`config.mk`:
```
export PLATFORM = sky130hd
export DESIGN_NAME = lass_div_row
export DESIGN_NICKNAME = d
export VERILOG_FILES = /design/src/sv/lass_div_cell.sv /design/src/sv/lass_div_row.sv
export SDC_FILE = /design/constraint.sdc
export NUM_CORES = 1
export LEC_CHECK = 0
export BUFFER_PORTS_ARGS = -buffer_cell sky130_fd_sc_hd__buf_2
export CAP_MARGIN = 20
export CORE_UTILIZATION = 25
export DETAILED_ROUTE_END_ITERATION = 6
export HOLD_SLACK_MARGIN = 0.08
export PLACE_DENSITY = 0.4
export SETUP_SLACK_MARGIN = 0.15
export SLEW_MARGIN = 20
export SYNTH_ARGS = -nofsm -noshare
export SYNTH_HDL_FRONTEND = slang
export SYNTH_SLANG_ARGS = --single-unit
```
`constraint.sdc`:
```
create_clock -name i_clk -period 5.8 [get_ports i_clk]
set_clock_uncertainty 0.05 [all_clocks]
set_input_delay 0.58 -clock i_clk [delete_from_list [all_inputs] [get_ports i_clk]]
set_output_delay 0.58 -clock i_clk [all_outputs]
set_load 0.1 [all_outputs]
```
`src/sv/lass_div_cell.sv`:
```
// One restoring division step: trial subtract of the shifted divisor, one quotient bit.
module lass_div_cell #(
    parameter int DW   = 8,
    parameter int SW   = 8,
    parameter int QW   = 8,
    parameter int TW   = 1,
    parameter int STEP = 0
) (
    input  logic          i_clk,
    input  logic          i_rst_n,
    input  logic          i_en,
    input  logic          i_vld,
    input  logic [DW-1:0] i_rem,
    input  logic [SW-1:0] i_dvs,
    input  logic [QW-1:0] i_quot,
    input  logic [TW-1:0] i_tag,
    output logic          o_vld,
    output logic [DW-1:0] o_rem,
    output logic [SW-1:0] o_dvs,
    output logic [QW-1:0] o_quot,
    output logic [TW-1:0] o_tag
);
    localparam int CW = (DW > SW + QW) ? DW : SW + QW;

    logic [CW-1:0] w_trial;
    logic [CW-1:0] w_rem;
    logic          w_take;
    logic          r_vld;
    logic [DW-1:0] r_rem;
    logic [SW-1:0] r_dvs;
    logic [QW-1:0] r_quot;
    logic [TW-1:0] r_tag;
    logic [DW-1:0] n_rem;
    logic [QW-1:0] n_quot;

    assign w_trial = CW'(i_dvs) << STEP;
    assign w_rem   = CW'(i_rem);
    assign w_take  = w_rem >= w_trial;
    assign n_rem   = w_take ? DW'(w_rem - w_trial) : i_rem;
    assign n_quot  = i_quot | (QW'(w_take) << STEP);

    always_ff @(posedge i_clk) begin
        if (!i_rst_n) begin
            r_vld <= 1'b0;
        end else if (i_en) begin
            r_vld <= i_vld;
        end
    end

    always_ff @(posedge i_clk) begin
        if (i_en) begin
            r_rem  <= n_rem;
            r_dvs  <= i_dvs;
            r_quot <= n_quot;
            r_tag  <= i_tag;
        end
    end

    assign o_vld  = r_vld;
    assign o_rem  = r_rem;
    assign o_dvs  = r_dvs;
    assign o_quot = r_quot;
    assign o_tag  = r_tag;

endmodule

```
`src/sv/lass_div_row.sv`:
```
// Row of division cells, one quotient bit per cell, with a side tag riding along.
module lass_div_row #(
    parameter int DW = 8,
    parameter int SW = 8,
    parameter int QW = 8,
    parameter int TW = 1
) (
    input  logic          i_clk,
    input  logic          i_rst_n,
    input  logic          i_en,
    input  logic          i_vld,
    input  logic [DW-1:0] i_dividend,
    input  logic [SW-1:0] i_divisor,
    input  logic [TW-1:0] i_tag,
    output logic          o_vld,
    output logic [QW-1:0] o_quot,
    output logic [TW-1:0] o_tag
);
    logic          w_vld  [0:QW];
    logic [DW-1:0] w_rem  [0:QW];
    logic [SW-1:0] w_dvs  [0:QW];
    logic [QW-1:0] w_quot [0:QW];
    logic [TW-1:0] w_tag  [0:QW];

    assign w_vld[0]  = i_vld;
    assign w_rem[0]  = i_dividend;
    assign w_dvs[0]  = i_divisor;
    assign w_quot[0] = '0;
    assign w_tag[0]  = i_tag;

    // Most significant quotient bit first
    for (genvar k = 0; k < QW; k++) begin : g_cell
        lass_div_cell #(
            .DW(DW), .SW(SW), .QW(QW), .TW(TW), .STEP(QW - 1 - k)
        ) u_cell (
            .i_clk  (i_clk),
            .i_rst_n(i_rst_n),
            .i_en   (i_en),
            .i_vld  (w_vld[k]),
            .i_rem  (w_rem[k]),
            .i_dvs  (w_dvs[k]),
            .i_quot (w_quot[k]),
            .i_tag  (w_tag[k]),
            .o_vld  (w_vld[k+1]),
            .o_rem  (w_rem[k+1]),
            .o_dvs  (w_dvs[k+1]),
            .o_quot (w_quot[k+1]),
            .o_tag  (w_tag[k+1])
        );
    end

    assign o_vld  = w_vld[QW];
    assign o_quot = w_quot[QW];
    assign o_tag  = w_tag[QW];

endmodule

```
==> metrics.log <==
INFO  metric drive_above_1_share = roughly 16%
INFO  metric syn-instance-count = between 400 and 500
INFO  metric cts_hold_buf = 0
INFO  metric period_needed = around 2.6 ns
INFO  metric holdPathStages = 1
INFO  metric grtUsageTotal = between 8 and 9%
INFO  metric count_of_cells_along_the_worst_register_to_register_path = 8
INFO  metric slew_violations = 0
INFO  metric timing.critical_path.to = g_cell[5].u_cell.o_rem[3]
INFO  metric worst_r2r_startpoint = g_cell[4].u_cell.o_rem[2]
INFO  metric tns = 0 ns
INFO  metric yosys_warnings = 0
INFO  metric tritoncts = done
INFO  metric postSynthRegisterBits = approximately 160
INFO  metric die_h = between 150 and 200 µm
INFO  metric grt_pass1_vias = about 3.6k
INFO  metric ff_latch_area = 0.004845 mm²
INFO  metric clk_pin_slew_worst_paths = 0.06 ns
INFO  metric fmax = approximately 0.4 GHz
INFO  metric synth_enable_flop_cells = between 150 and 200
INFO  metric synth.distinct_cells = 47
INFO  metric coreArea = around 0.026 mm²
INFO  metric r2r_slack = 3.24 ns
INFO  metric clock_sinks = 164
INFO  metric hold_slack = about 0.29 ns
INFO  metric htree_num_levels = 4
INFO  metric postSynthNetCount = between 400 and 500
INFO  metric drt.antenna.violating_nets = 0
INFO  metric syn_avg_cell_area = about 16 µm²
INFO  metric port-buffer-count = 30
INFO  metric clock_insertion_delay_worst_skew = between 0.4 and 0.5 ns
INFO  metric dpl.hpwl = 6.771 mm
INFO  metric final_net_count = between 500 and 600
INFO  metric peakVddDrop = ~130 µV
INFO  metric fp.dieArea = approximately 0.028 mm²
INFO  metric vias_per_cell = roughly 4.1
INFO  metric timing.setup.critical_path_class = register to register
INFO  metric cp-end-kind = register
INFO  metric cts_root_buf = sky130_fd_sc_hd__clkbuf_16
INFO  metric drt_pre_antenna_iters = 6
INFO  metric final_util = 30.08%
INFO  metric multi_input_area = 0.001698 mm²
INFO  metric cts_buffers = 17
INFO  metric synth.yosys.seq_area_share = ~72%
INFO  metric post_cts_resize_count = 0
INFO  metric cellLeakagePower = between 2 and 3 nW
INFO  metric number_of_failing_hold_endpoints_at_the_final_stage = 0
INFO  metric syn2layout_area_growth = 17.26%
INFO  metric synth_top_area_share = a little over two thirds
INFO  metric dr_total_vias = around 3.3k
INFO  metric data_arrival_time_of_the_critical_path = between 2 and 3 ns
INFO  metric synthesis.area = 0.006743 mm²
INFO  metric layout_worst_path_cycle_share = 44.20%
INFO  metric postCtsSetupBuffers = 0
INFO  metric launching_instance_or_port_of_the_critical_path = g_cell[4].u_cell.o_rem[2]
INFO  metric antenna_cells = 0
INFO  metric critical_path_required = between 5 and 6 ns
INFO  metric worst_pin_slew = ~1 ns
INFO  metric crit_path_max_fanout = 12
INFO  metric r2r_end = g_cell[5].u_cell.o_rem[3]
INFO  metric final-setup-viol-count = 0
INFO  metric global_route.overflow_total = 0
INFO  metric number_of_antenna_violations_at_the_first_check_in_global_routing = 0
INFO  metric gp_congestion = 0.8407
INFO  metric postRouteWirelength = around 10 mm
INFO  metric flip_flop_cell_with_the_highest_count_after_synthesis = sky130_fd_sc_hd__edfxtp_1
INFO  metric hold_path_class = input port to register
INFO  metric drt_drc_violations_left = 1
INFO  metric relSlewSlack = roughly a third
INFO  metric num-fill-cells = 2,621
INFO  metric synth.most_common_cell = sky130_fd_sc_hd__edfxtp_1
INFO  metric die_width = roughly 170 µm
INFO  metric rsz0062_at_grt = false
INFO  metric initial_utilization = around 26%
INFO  metric synth.top_cells.by_count = sky130_fd_sc_hd__edfxtp_1 (156), sky130_fd_sc_hd__inv_1 (49), sky130_fd_sc_hd__ha_1 (36), sky130_fd_sc_hd__mux2i_1 (18), sky130_fd_sc_hd__nor2b_1 (16)
INFO  metric outcome = complete, but fails checks
INFO  metric synthArstFlopShare = 0%
INFO  metric drt_first_iter_violations = ~130
INFO  metric critPathLaunchType = register
INFO  metric cell_types_with_the_largest_area_share_after_synthesis = sky130_fd_sc_hd__edfxtp_1 (69%), sky130_fd_sc_hd__ha_1 (6.7%), sky130_fd_sc_hd__inv_1 (2.7%)
INFO  metric cap_violations = 0
INFO  metric wire_per_inst = about 12 µm
INFO  metric p_per_area = roughly 350 mW/mm²
INFO  metric grt_max_degree = about 110
INFO  metric clk_path_buf_depth = 2
INFO  metric io_pins = 31
INFO  metric failed_checks = design-rule violations
INFO  metric synthDominantAreaCellType = sky130_fd_sc_hd__edfxtp_1
INFO  metric floorplan.rows = roughly 60
INFO  metric grt_pass1_wl = 17.27 mm
-- stage by stage --
stage               std cells  worst slack [ns]  cell area [µm²]  power, mW
CTS                       809             2.927             7906      2.805
global route              809             3.075             7906      2.885
detailed placement        777             2.914             7310      1.678
finish                    809             3.236             7906      2.759
global placement          777             3.036             7310      1.670
floorplan                 415             3.556             6743      1.598
-- layout make-up --
type,instances,share of cell area (%)
multi-input cells,198,21.47
inverters,49,2.326
clock inverters,8,0.7754
well taps,335,5.301
repair buffers,31,2.073
clock buffers,24,6.773
flip-flops and latches,164,61.28
-- worst max-delay path, cell delays in order, from the launching register on --
cell,delay (ns)
sky130_fd_sc_hd__edfxtp_1,0.40
sky130_fd_sc_hd__inv_1,0.07
sky130_fd_sc_hd__ha_1,0.16
sky130_fd_sc_hd__inv_1,0.06
sky130_fd_sc_hd__fa_1,0.40
sky130_fd_sc_hd__nand3_1,0.11
sky130_fd_sc_hd__a21oi_1,0.07
sky130_fd_sc_hd__o21ai_1,0.59
sky130_fd_sc_hd__mux2_2,0.41
-- per-layer routing --
metal | global-route usage (%) | up-vias | wire (µm)
met5 | 0 | - | 0
met4 | 3.341 | 0 | 132
met3 | 3.074 | 12 | 269
met2 | 14.24 | 42 | 5308
met1 | 8.478 | 1630 | 4390
li1 | - | 1640 | -
-- logic make-up after synthesis --
group / share of synthesized area [%]
flip-flops: 71.85
AND/OR/NAND/NOR: 5.549
AO/OA/AOI/OAI: 5.771
buffers and inverters: 2.969
adder cells (fa/ha/maj): 8.462
multiplexers: 4.231
XOR/XNOR: 1.169
-- power by group --
| group | internal (mW) | total (mW) | leakage [nW] | switching [mW] |
|---|---|---|---|---|
| Combinational | 0.0881 | 0.228 | 1.09 | 0.140 |
| Clock | 0.651 | 1.11 | 0.292 | 0.461 |
| Sequential | 1.39 | 1.42 | 1.60 | 0.0318 |
| Total | 2.13 | 2.76 | 2.98 | 0.633 |
-- state kept, by name (all words and copies together), names as in the netlist --
name / count
g_cell.u_cell.o_quot: 36
g_cell.u_cell.o_vld: 8
g_cell.u_cell.o_tag: 8
g_cell.u_cell.o_rem: 56
g_cell.u_cell.o_dvs: 56
-- how the worst min path moves through the flow --
stage,from,to,slack [ns]
2_1_floorplan,g_cell[0].u_cell.o_quot[7],g_cell[1].u_cell.o_quot[7],0.35
3_3_place_gp,g_cell[5].u_cell.o_quot[5],g_cell[6].u_cell.o_quot[5],0.35
3_5_place_dp,g_cell[2].u_cell.o_tag,g_cell[3].u_cell.o_tag,0.36
4_1_cts,i_tag,g_cell[0].u_cell.o_tag,0.26
5_1_grt,i_tag,g_cell[0].u_cell.o_tag,0.27
6_report,i_tag,g_cell[0].u_cell.o_tag,0.29
-- cells in the final DEF (no fill, tap or decap), types with 3 or more instances in the layout --
| master | Yosys | final |
|---|---|---|
| sky130_fd_sc_hd__mux2_2 | 8 | 8 |
| sky130_fd_sc_hd__clkbuf_16 | 0 | 20 |
| sky130_fd_sc_hd__a21o_1 | 4 | 4 |
| sky130_fd_sc_hd__nor2b_1 | 16 | 16 |
| sky130_fd_sc_hd__ha_1 | 36 | 36 |
| sky130_fd_sc_hd__a21oi_1 | 15 | 15 |
| sky130_fd_sc_hd__xnor2_1 | 8 | 8 |
| sky130_fd_sc_hd__inv_1 | 49 | 49 |
| sky130_fd_sc_hd__o21a_1 | 3 | 3 |
| sky130_fd_sc_hd__buf_2 | 1 | 29 |
| sky130_fd_sc_hd__o21ai_0 | 12 | 11 |
| sky130_fd_sc_hd__nand3_1 | 3 | 3 |
| sky130_fd_sc_hd__nor2_1 | 10 | 10 |
| sky130_fd_sc_hd__fa_1 | 6 | 6 |
| sky130_fd_sc_hd__nand2_1 | 10 | 10 |
| sky130_fd_sc_hd__nand2b_1 | 5 | 5 |
| sky130_fd_sc_hd__dfxtp_1 | 8 | 8 |
| sky130_fd_sc_hd__clkinv_4 | 0 | 4 |
| sky130_fd_sc_hd__o31a_1 | 3 | 3 |
| sky130_fd_sc_hd__nor4_1 | 5 | 5 |
| sky130_fd_sc_hd__mux2i_1 | 18 | 18 |
| sky130_fd_sc_hd__edfxtp_1 | 156 | 156 |
No activity file was read; power rests on OpenSTA's default activity.
